==> src/rtl/tpd_pkg.sv <==
// ============================================================================
// tpd_pkg
// Shared types and constants for the telemetry packet deframer.
// ============================================================================
package tpd_pkg;

    // parse phases of the deframer
    typedef enum logic [3:0] {
        PH_SYNC0 = 4'd0,
        PH_SYNC1 = 4'd1,
        PH_H0    = 4'd2,
        PH_H1    = 4'd3,
        PH_H2    = 4'd4,
        PH_H3    = 4'd5,
        PH_H4    = 4'd6,
        PH_H5    = 4'd7,
        PH_CSW   = 4'd8,
        PH_MTS   = 4'd9,
        PH_MA    = 4'd10,
        PH_MB    = 4'd11,
        PH_MDATA = 4'd12,
        PH_BODY  = 4'd13,
        PH_SKIP  = 4'd14
    } phase_t;

    // record kinds
    localparam logic [1:0] KIND_HEADER  = 2'd0;
    localparam logic [1:0] KIND_CHANNEL = 2'd1;
    localparam logic [1:0] KIND_MESSAGE = 2'd2;
    localparam logic [1:0] KIND_PAYLOAD = 2'd3;

    localparam logic [7:0]  SYNC_BYTE0       = 8'h25;
    localparam logic [7:0]  SYNC_BYTE1       = 8'hEB;
    localparam logic [7:0]  BUS_FORMAT_RESET = 8'h19;
    localparam logic [31:0] HDR_BYTES        = 32'd24;
    localparam logic [15:0] MSG_HDR_IN_LEN   = 16'd4;

    // configuration register indexes
    localparam logic CFG_IDX_BUS_FORMAT = 1'b0;

    // one result word
    typedef struct packed {
        logic [1:0]  record_kind;
        logic [15:0] channel_id;
        logic [7:0]  data_type;
        logic [7:0]  data_version;
        logic [7:0]  sequence_res;
        logic [7:0]  packet_flags;
        logic [31:0] length_value;
        logic [31:0] aux_value;
        logic [63:0] time_value;
        logic [31:0] word_value;
        logic [7:0]  byte_value;
        logic        last;
    } record_t;

    // handshake between parser and the stages around it
    typedef struct packed {
        logic take;
        logic emit;
    } parse_ctl_t;

endpackage

==> src/rtl/tpd_cfg_regs.sv <==
// ============================================================================
// tpd_cfg_regs
// APB-style register file holding the bus format data type code.
// ============================================================================
module tpd_cfg_regs
    import tpd_pkg::*;
(
    input  logic        clk,
    input  logic        rst_n,
    input  logic        psel,
    input  logic        penable,
    input  logic        pwrite,
    input  logic [2:0]  paddr,
    input  logic [31:0] pwdata,
    output logic [31:0] prdata,
    output logic        pready,
    output logic [7:0]  bus_format_type
);

    logic [7:0] bus_format_reg;
    logic       wr_en;

    assign pready = 1'b1;
    assign wr_en  = psel && penable && pwrite && pready && (paddr[2] == CFG_IDX_BUS_FORMAT);

    always_ff @(posedge clk or negedge rst_n)
    begin
        if (!rst_n)
        begin
            bus_format_reg <= BUS_FORMAT_RESET;
        end
        else if (wr_en)
        begin
            bus_format_reg <= pwdata[7:0];
        end
    end

    // low two address bits select bytes within the word and are ignored
    always_comb
    begin
        prdata = '0;
        if (paddr[2] == CFG_IDX_BUS_FORMAT)
        begin
            prdata = {24'd0, bus_format_reg};
        end
    end

    assign bus_format_type = bus_format_reg;

endmodule

==> src/rtl/tpd_in_stage.sv <==
// ============================================================================
// tpd_in_stage
// Input register for stream bytes ahead of the parse logic.
// ============================================================================
module tpd_in_stage
    import tpd_pkg::*;
(
    input  logic       clk,
    input  logic       rst_n,
    input  logic       byte_valid,
    output logic       byte_ready,
    input  logic [7:0] in_byte,
    input  parse_ctl_t ctl,
    output logic       item_valid,
    output logic [7:0] item_byte
);

    logic       valid_reg;
    logic [7:0] byte_reg;

    assign byte_ready = !valid_reg || ctl.take;

    always_ff @(posedge clk or negedge rst_n)
    begin
        if (!rst_n)
        begin
            valid_reg <= 1'b0;
        end
        else if (byte_ready)
        begin
            valid_reg <= byte_valid;
        end
    end

    always_ff @(posedge clk)
    begin
        if (byte_ready && byte_valid)
        begin
            byte_reg <= in_byte;
        end
    end

    assign item_valid = valid_reg;
    assign item_byte  = byte_reg;

endmodule

==> src/rtl/tpd_parser.sv <==
// ============================================================================
// tpd_parser
// Single-pass parse logic and parse state: sync hunt, header, 1553 messages, raw body bytes.
// ============================================================================
module tpd_parser
    import tpd_pkg::*;
(
    input  logic       clk,
    input  logic       rst_n,
    input  logic [7:0] bus_format_type,
    input  logic       item_valid,
    input  logic [7:0] item_byte,
    input  logic       slot_free,
    output parse_ctl_t ctl,
    output record_t    rec
);

    phase_t      phase_reg,  phase_next;
    logic [2:0]  cnt_reg,    cnt_next;
    logic [63:0] shift_reg,  shift_next;
    logic [31:0] pbl_reg,    pbl_next;
    logic [23:0] ml_reg,     ml_next;
    logic [15:0] mbl_reg,    mbl_next;

    // header store, each field read at a fixed place
    logic [15:0] chan_reg,   chan_next;
    logic [31:0] plen_reg,   plen_next;
    logic [31:0] dlen_reg,   dlen_next;
    logic [31:0] word3_reg,  word3_next;
    logic [31:0] rtc_lo_reg, rtc_lo_next;
    // message store
    logic [63:0] ms0_reg,    ms0_next;
    logic [63:0] ms1_reg,    ms1_next;

    logic [63:0] gathered;
    logic [3:0]  cnt_inc;
    logic        done2, done4, done8;
    logic [31:0] pbl_dec;
    logic        in_body, exhausted;
    logic [15:0] mlen, mbl_new, mbl_dec;
    logic [23:0] ml_dec;
    logic        emit_c;
    logic        take;
    record_t     rec_c;

    assign gathered = shift_reg | ({56'd0, item_byte} << {cnt_reg, 3'b000});
    assign cnt_inc  = {1'b0, cnt_reg} + 4'd1;
    assign done2    = cnt_inc >= 4'd2;
    assign done4    = cnt_inc >= 4'd4;
    assign done8    = cnt_inc >= 4'd8;
    assign pbl_dec  = pbl_reg - {31'd0, (pbl_reg != 32'd0)};
    assign in_body  = (phase_reg >= PH_CSW) && (phase_reg <= PH_SKIP);
    assign exhausted = in_body && (pbl_dec == 32'd0);
    assign mlen     = ms1_reg[47:32];
    assign mbl_new  = (mlen >= MSG_HDR_IN_LEN) ? (mlen - MSG_HDR_IN_LEN) : 16'd0;
    assign mbl_dec  = mbl_reg - {15'd0, (mbl_reg != 16'd0)};
    assign ml_dec   = ml_reg - 24'd1;

    always_comb
    begin
        phase_next  = phase_reg;
        cnt_next    = cnt_reg;
        shift_next  = shift_reg;
        pbl_next    = pbl_reg;
        ml_next     = ml_reg;
        mbl_next    = mbl_reg;
        chan_next   = chan_reg;
        plen_next   = plen_reg;
        dlen_next   = dlen_reg;
        word3_next  = word3_reg;
        rtc_lo_next = rtc_lo_reg;
        ms0_next    = ms0_reg;
        ms1_next    = ms1_reg;
        emit_c      = 1'b0;

        rec_c              = '0;
        rec_c.channel_id   = chan_reg;
        rec_c.data_type    = word3_reg[31:24];
        rec_c.data_version = word3_reg[7:0];
        rec_c.sequence_res = word3_reg[15:8];
        rec_c.packet_flags = word3_reg[23:16];

        if (in_body)
        begin
            pbl_next = pbl_dec;
        end

        case (phase_reg)
            PH_SYNC0:
            begin
                shift_next = {56'd0, item_byte};
                phase_next = PH_SYNC1;
            end
            PH_SYNC1:
            begin
                if ((shift_reg[7:0] == SYNC_BYTE0) && (item_byte == SYNC_BYTE1))
                begin
                    phase_next = PH_H0;
                end
                else
                begin
                    phase_next = PH_SYNC0;
                end
                shift_next = '0;
                cnt_next   = '0;
            end
            PH_H0:
            begin
                shift_next = gathered;
                cnt_next   = cnt_inc[2:0];
                if (done2)
                begin
                    chan_next  = gathered[15:0];
                    shift_next = '0;
                    cnt_next   = '0;
                    phase_next = PH_H1;
                end
            end
            PH_H1, PH_H2, PH_H3, PH_H4:
            begin
                shift_next = gathered;
                cnt_next   = cnt_inc[2:0];
                if (done4)
                begin
                    shift_next = '0;
                    cnt_next   = '0;
                    case (phase_reg)
                        PH_H1:   begin plen_next   = gathered[31:0]; phase_next = PH_H2; end
                        PH_H2:   begin dlen_next   = gathered[31:0]; phase_next = PH_H3; end
                        PH_H3:   begin word3_next  = gathered[31:0]; phase_next = PH_H4; end
                        default: begin rtc_lo_next = gathered[31:0]; phase_next = PH_H5; end
                    endcase
                end
            end
            PH_H5:
            begin
                shift_next = gathered;
                cnt_next   = cnt_inc[2:0];
                if (done4)
                begin
                    shift_next         = '0;
                    cnt_next           = '0;
                    emit_c             = 1'b1;
                    rec_c.record_kind  = KIND_HEADER;
                    rec_c.length_value = plen_reg;
                    rec_c.aux_value    = dlen_reg;
                    rec_c.time_value   = {16'd0, gathered[15:0], rtc_lo_reg};
                    rec_c.word_value   = {16'd0, gathered[31:16]};
                    pbl_next = (plen_reg > HDR_BYTES) ? (plen_reg - HDR_BYTES) : 32'd0;
                    if (plen_reg <= HDR_BYTES)
                    begin
                        // empty body: header closes the packet
                        rec_c.last = 1'b1;
                        phase_next = PH_SYNC0;
                    end
                    else if (word3_reg[31:24] == bus_format_type)
                    begin
                        phase_next = PH_CSW;
                    end
                    else
                    begin
                        phase_next = PH_BODY;
                    end
                end
            end
            PH_CSW:
            begin
                shift_next = gathered;
                cnt_next   = cnt_inc[2:0];
                if (done4)
                begin
                    shift_next        = '0;
                    cnt_next          = '0;
                    ml_next           = gathered[23:0];
                    emit_c            = 1'b1;
                    rec_c.record_kind = KIND_CHANNEL;
                    rec_c.aux_value   = {8'd0, gathered[23:0]};
                    if (gathered[23:0] == 24'd0)
                    begin
                        rec_c.last = 1'b1;
                        phase_next = PH_SKIP;
                    end
                    else
                    begin
                        phase_next = PH_MTS;
                    end
                end
            end
            PH_MTS, PH_MA:
            begin
                shift_next = gathered;
                cnt_next   = cnt_inc[2:0];
                if (done8)
                begin
                    shift_next = '0;
                    cnt_next   = '0;
                    if (phase_reg == PH_MTS)
                    begin
                        ms0_next   = gathered;
                        phase_next = PH_MA;
                    end
                    else
                    begin
                        ms1_next   = gathered;
                        phase_next = PH_MB;
                    end
                end
            end
            PH_MB:
            begin
                shift_next = gathered;
                cnt_next   = cnt_inc[2:0];
                if (done2)
                begin
                    shift_next         = '0;
                    cnt_next           = '0;
                    emit_c             = 1'b1;
                    rec_c.record_kind  = KIND_MESSAGE;
                    rec_c.length_value = {16'd0, mlen};
                    rec_c.aux_value    = ms1_reg[31:0];
                    rec_c.time_value   = ms0_reg;
                    rec_c.word_value   = {gathered[15:0], ms1_reg[63:48]};
                    mbl_next           = mbl_new;
                    ml_next            = ml_dec;
                    if (mbl_new != 16'd0)
                    begin
                        phase_next = PH_MDATA;
                    end
                    else if (ml_dec == 24'd0)
                    begin
                        rec_c.last = 1'b1;
                        phase_next = PH_SKIP;
                    end
                    else
                    begin
                        phase_next = PH_MTS;
                    end
                end
            end
            PH_MDATA:
            begin
                emit_c            = 1'b1;
                rec_c.record_kind = KIND_PAYLOAD;
                rec_c.byte_value  = item_byte;
                mbl_next          = mbl_dec;
                if (mbl_dec == 16'd0)
                begin
                    if (ml_reg == 24'd0)
                    begin
                        rec_c.last = 1'b1;
                        phase_next = PH_SKIP;
                    end
                    else
                    begin
                        phase_next = PH_MTS;
                    end
                end
            end
            PH_BODY:
            begin
                emit_c            = 1'b1;
                rec_c.record_kind = KIND_PAYLOAD;
                rec_c.byte_value  = item_byte;
            end
            PH_SKIP:
            begin
                // filler up to the packet length
            end
            default:
            begin
                phase_next = PH_SYNC0;
            end
        endcase

        // packet length ran out: back to sync hunt, drop any partial field
        if (exhausted)
        begin
            rec_c.last = 1'b1;
            phase_next = PH_SYNC0;
            shift_next = '0;
            cnt_next   = '0;
        end
    end

    assign take     = item_valid && (!emit_c || slot_free);
    assign ctl.take = take;
    assign ctl.emit = take && emit_c;
    assign rec      = rec_c;

    always_ff @(posedge clk or negedge rst_n)
    begin
        if (!rst_n)
        begin
            phase_reg <= PH_SYNC0;
            cnt_reg   <= '0;
            shift_reg <= '0;
            pbl_reg   <= '0;
            ml_reg    <= '0;
            mbl_reg   <= '0;
        end
        else if (take)
        begin
            phase_reg <= phase_next;
            cnt_reg   <= cnt_next;
            shift_reg <= shift_next;
            pbl_reg   <= pbl_next;
            ml_reg    <= ml_next;
            mbl_reg   <= mbl_next;
        end
    end

    always_ff @(posedge clk)
    begin
        if (take)
        begin
            chan_reg   <= chan_next;
            plen_reg   <= plen_next;
            dlen_reg   <= dlen_next;
            word3_reg  <= word3_next;
            rtc_lo_reg <= rtc_lo_next;
            ms0_reg    <= ms0_next;
            ms1_reg    <= ms1_next;
        end
    end

endmodule

==> src/rtl/tpd_out_stage.sv <==
// ============================================================================
// tpd_out_stage
// Result register holding one record word until the sink takes it.
// ============================================================================
module tpd_out_stage
    import tpd_pkg::*;
(
    input  logic       clk,
    input  logic       rst_n,
    input  parse_ctl_t ctl,
    input  record_t    rec_in,
    output logic       slot_free,
    output logic       record_valid,
    input  logic       record_ready,
    output record_t    rec_out
);

    logic    valid_reg;
    record_t rec_reg;

    assign slot_free = !valid_reg || record_ready;

    always_ff @(posedge clk or negedge rst_n)
    begin
        if (!rst_n)
        begin
            valid_reg <= 1'b0;
        end
        else if (ctl.emit)
        begin
            valid_reg <= 1'b1;
        end
        else if (record_ready)
        begin
            valid_reg <= 1'b0;
        end
    end

    always_ff @(posedge clk)
    begin
        if (ctl.emit)
        begin
            rec_reg <= rec_in;
        end
    end

    assign record_valid = valid_reg;
    assign rec_out      = rec_reg;

endmodule

==> src/rtl/telemetry_packet_deframer_core.sv <==
// ============================================================================
// telemetry_packet_deframer_core
// Chapter 10 style packet deframer with MIL-1553 format 1 message decoding.
// ============================================================================
// The core takes one stream byte per cycle and gives at most one record word
// per byte. Sustained rate is one byte every cycle while the record sink keeps
// record_ready high; a byte that yields a record is held in the input register
// while the result register is full and not being taken. From byte
// acceptance to record_valid, the byte sits in the input register while the parse
// step runs, and the record lands in the result register, with the whole
// parse step (field shift, 32-bit packet length decrement, message counters)
// done in a single pass between the two registers.
// Sync is hunted in byte pairs (0x25 0xEB); mismatching pairs are dropped.
// A 24-byte little-endian header gives one header record. If its data type
// matches bus_format_type, the body is decoded as channel word, then per
// message an 18-byte block record followed by payload byte records; other
// types give body bytes as payload records. The packet length bounds the
// body, trailing filler is skipped, and last marks the closing record.
// No clearing pass after reset; the core is ready right after reset release.
// bus_format_type is register 0 at byte address 0 (reset 0x19).
module telemetry_packet_deframer_core
    import tpd_pkg::*;
(
    input  logic        clk,
    input  logic        rst_n,

    // apb-style configuration port
    input  logic        psel,
    input  logic        penable,
    input  logic        pwrite,
    input  logic [2:0]  paddr,
    input  logic [31:0] pwdata,
    output logic [31:0] prdata,
    output logic        pready,

    // byte stream
    input  logic        byte_valid,
    output logic        byte_ready,
    input  logic [7:0]  in_byte,

    // record words
    output logic        record_valid,
    input  logic        record_ready,
    output logic [1:0]  record_kind,
    output logic [15:0] channel_id,
    output logic [7:0]  data_type,
    output logic [7:0]  data_version,
    output logic [7:0]  sequence_res,
    output logic [7:0]  packet_flags,
    output logic [31:0] length_value,
    output logic [31:0] aux_value,
    output logic [63:0] time_value,
    output logic [31:0] word_value,
    output logic [7:0]  byte_value,
    output logic        last
);

    logic [7:0] bus_format_type;
    logic       item_valid;
    logic [7:0] item_byte;
    logic       slot_free;
    parse_ctl_t ctl;
    record_t    rec_parse;
    record_t    rec_out;

    // configuration register
    tpd_cfg_regs u_cfg (
        .clk             (clk),
        .rst_n           (rst_n),
        .psel            (psel),
        .penable         (penable),
        .pwrite          (pwrite),
        .paddr           (paddr),
        .pwdata          (pwdata),
        .prdata          (prdata),
        .pready          (pready),
        .bus_format_type (bus_format_type)
    );

    // input register; frees up as soon as the parser consumes the byte
    tpd_in_stage u_in (
        .clk        (clk),
        .rst_n      (rst_n),
        .byte_valid (byte_valid),
        .byte_ready (byte_ready),
        .in_byte    (in_byte),
        .ctl        (ctl),
        .item_valid (item_valid),
        .item_byte  (item_byte)
    );

    // parse step; bytes that yield no record never wait on the sink
    tpd_parser u_parse (
        .clk             (clk),
        .rst_n           (rst_n),
        .bus_format_type (bus_format_type),
        .item_valid      (item_valid),
        .item_byte       (item_byte),
        .slot_free       (slot_free),
        .ctl             (ctl),
        .rec             (rec_parse)
    );

    // result register
    tpd_out_stage u_out (
        .clk          (clk),
        .rst_n        (rst_n),
        .ctl          (ctl),
        .rec_in       (rec_parse),
        .slot_free    (slot_free),
        .record_valid (record_valid),
        .record_ready (record_ready),
        .rec_out      (rec_out)
    );

    // record word fields
    assign record_kind  = rec_out.record_kind;
    assign channel_id   = rec_out.channel_id;
    assign data_type    = rec_out.data_type;
    assign data_version = rec_out.data_version;
    assign sequence_res = rec_out.sequence_res;
    assign packet_flags = rec_out.packet_flags;
    assign length_value = rec_out.length_value;
    assign aux_value    = rec_out.aux_value;
    assign time_value   = rec_out.time_value;
    assign word_value   = rec_out.word_value;
    assign byte_value   = rec_out.byte_value;
    assign last         = rec_out.last;

endmodule

==> config.mk <==
export PLATFORM = sky130hd
export DESIGN_NAME = telemetry_packet_deframer_core
export DESIGN_NICKNAME = d
export VERILOG_FILES = /design/src/rtl/tpd_pkg.sv /design/src/rtl/tpd_cfg_regs.sv /design/src/rtl/tpd_in_stage.sv /design/src/rtl/tpd_parser.sv /design/src/rtl/tpd_out_stage.sv /design/src/rtl/telemetry_packet_deframer_core.sv
export SDC_FILE = /design/constraint.sdc
export NUM_CORES = 1
export LEC_CHECK = 0
export BUFFER_PORTS_ARGS = -buffer_cell sky130_fd_sc_hd__buf_2
export CAP_MARGIN = 20
export CORE_ASPECT_RATIO = 0.9
export CORE_MARGIN = 2
export CORE_UTILIZATION = 40
export DETAILED_ROUTE_END_ITERATION = 8
export GPL_ROUTABILITY_DRIVEN = 0
export PLACE_DENSITY_LB_ADDON = 0.08
export SYNTH_ARGS = -nofsm -noshare
export SYNTH_HDL_FRONTEND = slang
export SYNTH_SLANG_ARGS = --single-unit
==> constraint.sdc <==
create_clock -name clk -period 22.4 [get_ports clk]
set_input_delay 4.48 -clock clk [delete_from_list [all_inputs] [get_ports clk]]
set_output_delay 4.48 -clock clk [all_outputs]
set_load 0.005 [all_outputs]
# After elaboration in Yosys (flattened, before gate mapping)
# Cells that the tools add are included.
dict set report op_classes {
  n_addsub 6
  n_lt_le_gt_ge 8
  n_eq_ne 27
  n_shift 1
  n_mux 63
  n_bitwise 4
  n_reduce_logical 49
}
# cell count
set op_table {}
lappend op_table {{$pmux W64 S5} 1}
lappend op_table {{$mux W64} 4}
lappend op_table {{$pmux W96 S2} 1}
lappend op_table {{$mux W160} 1}
lappend op_table {{$mux W144} 1}
lappend op_table {{$mux W32} 4}
lappend op_table {{$pmux W32 S3} 1}
lappend op_table {{$logic_not A24 Y1} 3}
lappend op_table {{$mux W24} 3}
lappend op_table {{$or A64 B64 Y64} 1}
lappend op_table {{$pmux W32 S2} 1}
lappend op_table {{$shl A8 B6 Y64} 1}
lappend op_table {{$pmux W24 S2} 1}
lappend op_table {{$pmux W4 S10} 1}
lappend op_table {{$mux W4} 9}
lappend op_table {{$gt A32 B5 Y1 const B} 1}
lappend op_table {{$le A32 B5 Y1 const B} 1}
lappend op_table {{$logic_not A32 Y1} 1}
lappend op_table {{$mux W16} 2}
lappend op_table {{$pmux W16 S2} 1}
lappend op_table {{$reduce_bool A16 Y1} 2}
lappend op_table {{$reduce_bool A32 Y1} 1}
lappend op_table {{$sub A32 B1 Y32} 1}
lappend op_table {{$sub A32 B5 Y32 const B} 1}
lappend op_table {{other kinds (43)} 114}
dict set report word_totals {
  regBits 652
  input_bits 50
  output_inout_bits 254
  wordCells 187
}

# Depth between registers and ports, before layout
dict set report logic_depth {
  ltp_word 9
  ltp_mapped 19
  ltp_nobuf 15
}

# Hierarchy
# From an unflattened synthesis, not the netlist that was laid out.
dict set report hier_totals {
  hier_cells 2090
  hier_area_um2 27687.8
}
# module instances cells_each area_per_inst_um2 seq_area_each_um2
set by_module_without_submodules {}
lappend by_module_without_submodules {tpd_parser 1 1804 20186.9 11746.3}
lappend by_module_without_submodules {tpd_out_stage 1 222 6623.9 6601.3}
lappend by_module_without_submodules {tpd_cfg_regs 1 52 583.1 203.9}
lappend by_module_without_submodules {tpd_in_stage 1 12 294.0 265.3}

# Worst setup path before layout
# No wires, ideal clock.
dict set report synth_timing {
  path_kind {in2reg}
  start {in record_ready}
  end {reg u_out.rec_reg, in the netlist u_out.rec_out[0] (enable)}
  setup_time_ns 0.803
  arrival_time_ns 14.404
  required_time_ns 21.597
  slack_ns 7.193
  stages 6
  n_path_buf 2
  path_cell_list {nand2b_1 > a31oi_1 > nand2b_1 > clkbuf_1 > clkbuf_1 > nor2_1}
}
# element line
set synth_lines {}
lappend synth_lines {{start, declared} telemetry_packet_deframer_core.sv:43} ;# input logic record_ready,
lappend synth_lines {{end signal, assigned} tpd_out_stage.sv:43} ;# rec_reg <= rec_in;
lappend synth_lines {{end, declared} tpd_out_stage.sv:19} ;# record_t rec_reg;

# Worst setup path in the final report
dict set report layout_timing {
  start {in record_ready}
  end {out byte_ready}
}
dict set report layout_via {
  elab_chain_len 4
}
# element line
set layout_rtl {}
lappend layout_rtl {{$logic_or A1 B1 Y1} tpd_out_stage.sv:21} ;# assign slot_free = !valid_reg || record_ready;
lappend layout_rtl {{$logic_or A1 B1 Y1} tpd_parser.sv:285} ;# assign take = item_valid && (!emit_c || slot_free);
lappend layout_rtl {{$logic_and A1 B1 Y1} tpd_parser.sv:285}
lappend layout_rtl {{$logic_or A1 B1 Y1} tpd_in_stage.sv:21} ;# assign byte_ready = !valid_reg || ctl.take;
lappend layout_rtl {{end, declared} telemetry_packet_deframer_core.sv:38} ;# output logic byte_ready,
# No other way between the ends.

==> impl_metrics.tcl <==
set metrics [dict create \
    ant_nets 0 \
    synthArstFlopShare_pct 23.5 \
    setup_viol 0 \
    fin_crit_ps 9750 \
    diodes 0 \
    path_depth 5 \
    cap_violations 0 \
    worst_slew_pin_slew_ps 1060 \
    slew_viol_final 0 \
    layout-drive-gt1-share_pct 18.7 \
    synth_ff_type "edfxtp_1" \
    core_area_sq_um 68400 \
    ys_types 73 \
    nets 2395 \
    yosys_warnings 0 \
    row_count 91 \
    placement.io_buffers 252 \
    area_delta_synth_final_pct 16.2 \
    grt_start_max_net_pins 150 \
    grt-ovfl-total 0 \
    die_x_um 281 \
    clk_pin_slew_ps 50 \
    fill_cells 6174 \
    cts_root_buf "clkbuf_16" \
    drt_wl_total_um 83200 \
    grt_usage_pct 23.1 \
    vias 19000 \
    finalSetupTns_ps 0 \
    fin_skew_ps 20.6 \
    powerDensity_nw_per_um2 103 \
    slew_headroom_pct 29.0 \
    startpoint_type "input port" \
    clock-sinks 652 \
    cp.arrival_ps 5270 \
    worstSetupEndpointType "primary output" \
    cp_slowest_cell "a31oi_1" \
    clock_path_buffers 3 \
    viasPerCell 5.73 \
    drc 0 \
    cts_tree "yes" \
    htree_levels 3 \
    rsz0062_at_grt "false" \
    wl_per_cell_um 25.0 \
    path_cells "buf_2 -> nand2b_1 -> a31oi_1 -> nand2_1 -> buf_2" \
    antenna_found_initial 2 \
    path_delay_family "simple AND/OR/NAND/NOR gates" \
    status "finished, final reports clean" \
    synth_top_cell_area_share_pct 54.3 \
    pre_cts_ws_ps 12650 \
    clk_latency_ps 610 \
    cts_made_buffers 71 \
    reg2reg_depth 13 \
    synth-edff-count 499 \
    ctsHoldBuffers 0 \
    fmax_mhz 103 \
    grt_pass1_wl_um 122000 \
    critical_path_class "input port to primary output" \
    ys_ff_latch 652 \
    finalCritPeriodShare_pct 43.5 \
    finalHoldViolations 0 \
    whs_path_depth 0 \
    synth_area_sq_um 27600 \
    first_iter_violations 1932 \
    drtPass1Iterations 6 \
    cp.required_ps 17920 \
    vdd_drop_max_mv 0.0516 \
    cp_max_fo 3 \
    dieArea_sq_um 71200 \
    finalPower_uw 3300 \
    crit_buf_inv 2 \
    cts_resized 0 \
    hp-class "flop to flop" \
    p_leak_uw 0.0122 \
    seq_area_frac_synth_pct 68.1 \
    largest_register_ffs 219 \
    final_util_pct 46.9 \
    synth_cells 2095 \
    fin_ws_ps 12650 \
    grt_pass1_vias 18300 \
    yosys.area.top_type "edfxtp_1" \
    critical_path.max_stage_delay_ps 250 \
    crit_top_cell "buf_2" \
    cts_setup_buffers 0 \
    fp.dieH_um 253 \
    synth.area.top_cells "edfxtp_1 (54%), dfrtp_1 (14%), a22o_1 (2.7%)" \
    ios 304 \
    start_util_pct 40.4 \
    dp_hpwl_um 54600 \
    synth.avg_cell_area_sq_um 13.2 \
]
routing by layer:
metal  up-vias  GRT usage [%]  part of all wire, %
li1       8486              -                    -
met3       138           3.43                  5.8
met4         0           6.54                  2.5
met5         -              0                    0
met2       711           36.5                   47
met1      9709           33.2                   45
per-stage QoR:
| step | hold slack [ps] | instance area, sq um | cells |
|---|---|---|---|
| after floorplan | 400 | 27700 | 2118 |
| after global routing | 415 | 32100 | 3321 |
| final | 414 | 32100 | 3321 |
| after global placement | 403 | 29800 | 3190 |
| after detailed placement | 405 | 29800 | 3191 |
| after CTS | 415 | 32100 | 3320 |
synth_stat cells (23+ instances only):
cell type,n
nor2b_1,23
o21ai_0,139
clkbuf_1,106
a21oi_1,111
edfxtp_1,499
a221o_1,26
nand3_1,25
nor4_1,36
nor3_1,57
xnor2_1,45
inv_1,57
a22o_1,85
buf_4,28
a21o_1,39
o2bb2ai_1,26
a32o_1,37
and2_1,26
nand4_1,24
and3_1,30
nor2_1,124
nand2_1,119
dfrtp_1,150
cells by family after synthesis:
kind of cell             after synthesis  share of synthesized area [%]
buffers and inverters                212                           3.50
flip-flops                           652                           68.1
XOR/XNOR                              63                           2.00
AO/OA/AOI/OAI                        574                           14.5
multiplexers                          11                          0.440
AND/OR/NAND/NOR                      571                           11.0
other                                  2                         0.0272
adder cells (fa/ha/maj)               10                          0.453
layout make-up:
| type | count | area (sq um) | share of cell area, % |
|---|---|---|---|
| clock inverter | 30 | 274 | 0.854 |
| multi-input combinational | 1254 | 8000 | 24.9 |
| tap | 930 | 1160 | 3.63 |
| sequential | 652 | 18800 | 58.6 |
| inverter | 57 | 214 | 0.667 |
| timing repair buffer | 299 | 1640 | 5.12 |
| clock buffer | 99 | 1970 | 6.15 |
where the power goes:
part | leakage (uW) | switching (uW) | internal, uW
Clock | 0.00109 | 479 | 665
Sequential | 0.00669 | 101 | 1420
Combinational | 0.00445 | 459 | 181
Total | 0.0122 | 1040 | 2260
worst reg2reg max path: cells and delay by family (launching register included):
family / cells / cell delay (ps)
AOI/OAI and AO/OA: 3 / 670
DFF: 1 / 510
adders and majority gates: 2 / 540
and+or+nand+nor: 8 / 3540
worst paths after layout:
path / from / endpoint / slack (ps)
max: record_ready / byte_ready / 12650
min: u_parse.word3_reg[3] / u_out.rec_out[188] / 410
max reg2reg: u_parse.pbl_reg[15] / u_parse.shift_reg[21] / 16960
min reg2reg: u_parse.word3_reg[3] / u_out.rec_out[188] / 410
max in group asynchronous: rst_n / u_parse.shift_reg[16] / 16680
min in group asynchronous: rst_n / u_parse.mbl_reg[2] / 3890
cell usage in the layout, fill, tap and decap left out, drive strengths merged, types with 10 or more instances in the layout:
cell type | netlist | final
and2 | 26 | 26
nor2b | 23 | 23
nor3 | 60 | 60
or4 | 11 | 11
a22o | 85 | 85
o2bb2ai | 26 | 26
nand3 | 25 | 25
nor4b | 14 | 14
nor4 | 38 | 38
inv | 57 | 61
a221o | 26 | 26
a21oi | 111 | 111
xor2 | 18 | 18
nor3b | 12 | 12
or3 | 22 | 22
o31ai | 14 | 14
nand2 | 119 | 119
edfxtp | 499 | 499
xnor2 | 45 | 45
nand4 | 24 | 24
nand2b | 16 | 16
o22ai | 21 | 21
and3 | 30 | 30
conb | 2 | 25
dfrtp | 150 | 150
ha | 10 | 10
buf | 48 | 299
a21o | 39 | 39
o21ai | 143 | 143
clkbuf | 107 | 99
a32o | 37 | 37
a2111oi | 10 | 10
nor2 | 124 | 124
clkinv | 0 | 19
No activity file was read; power rests on OpenSTA's default activity.
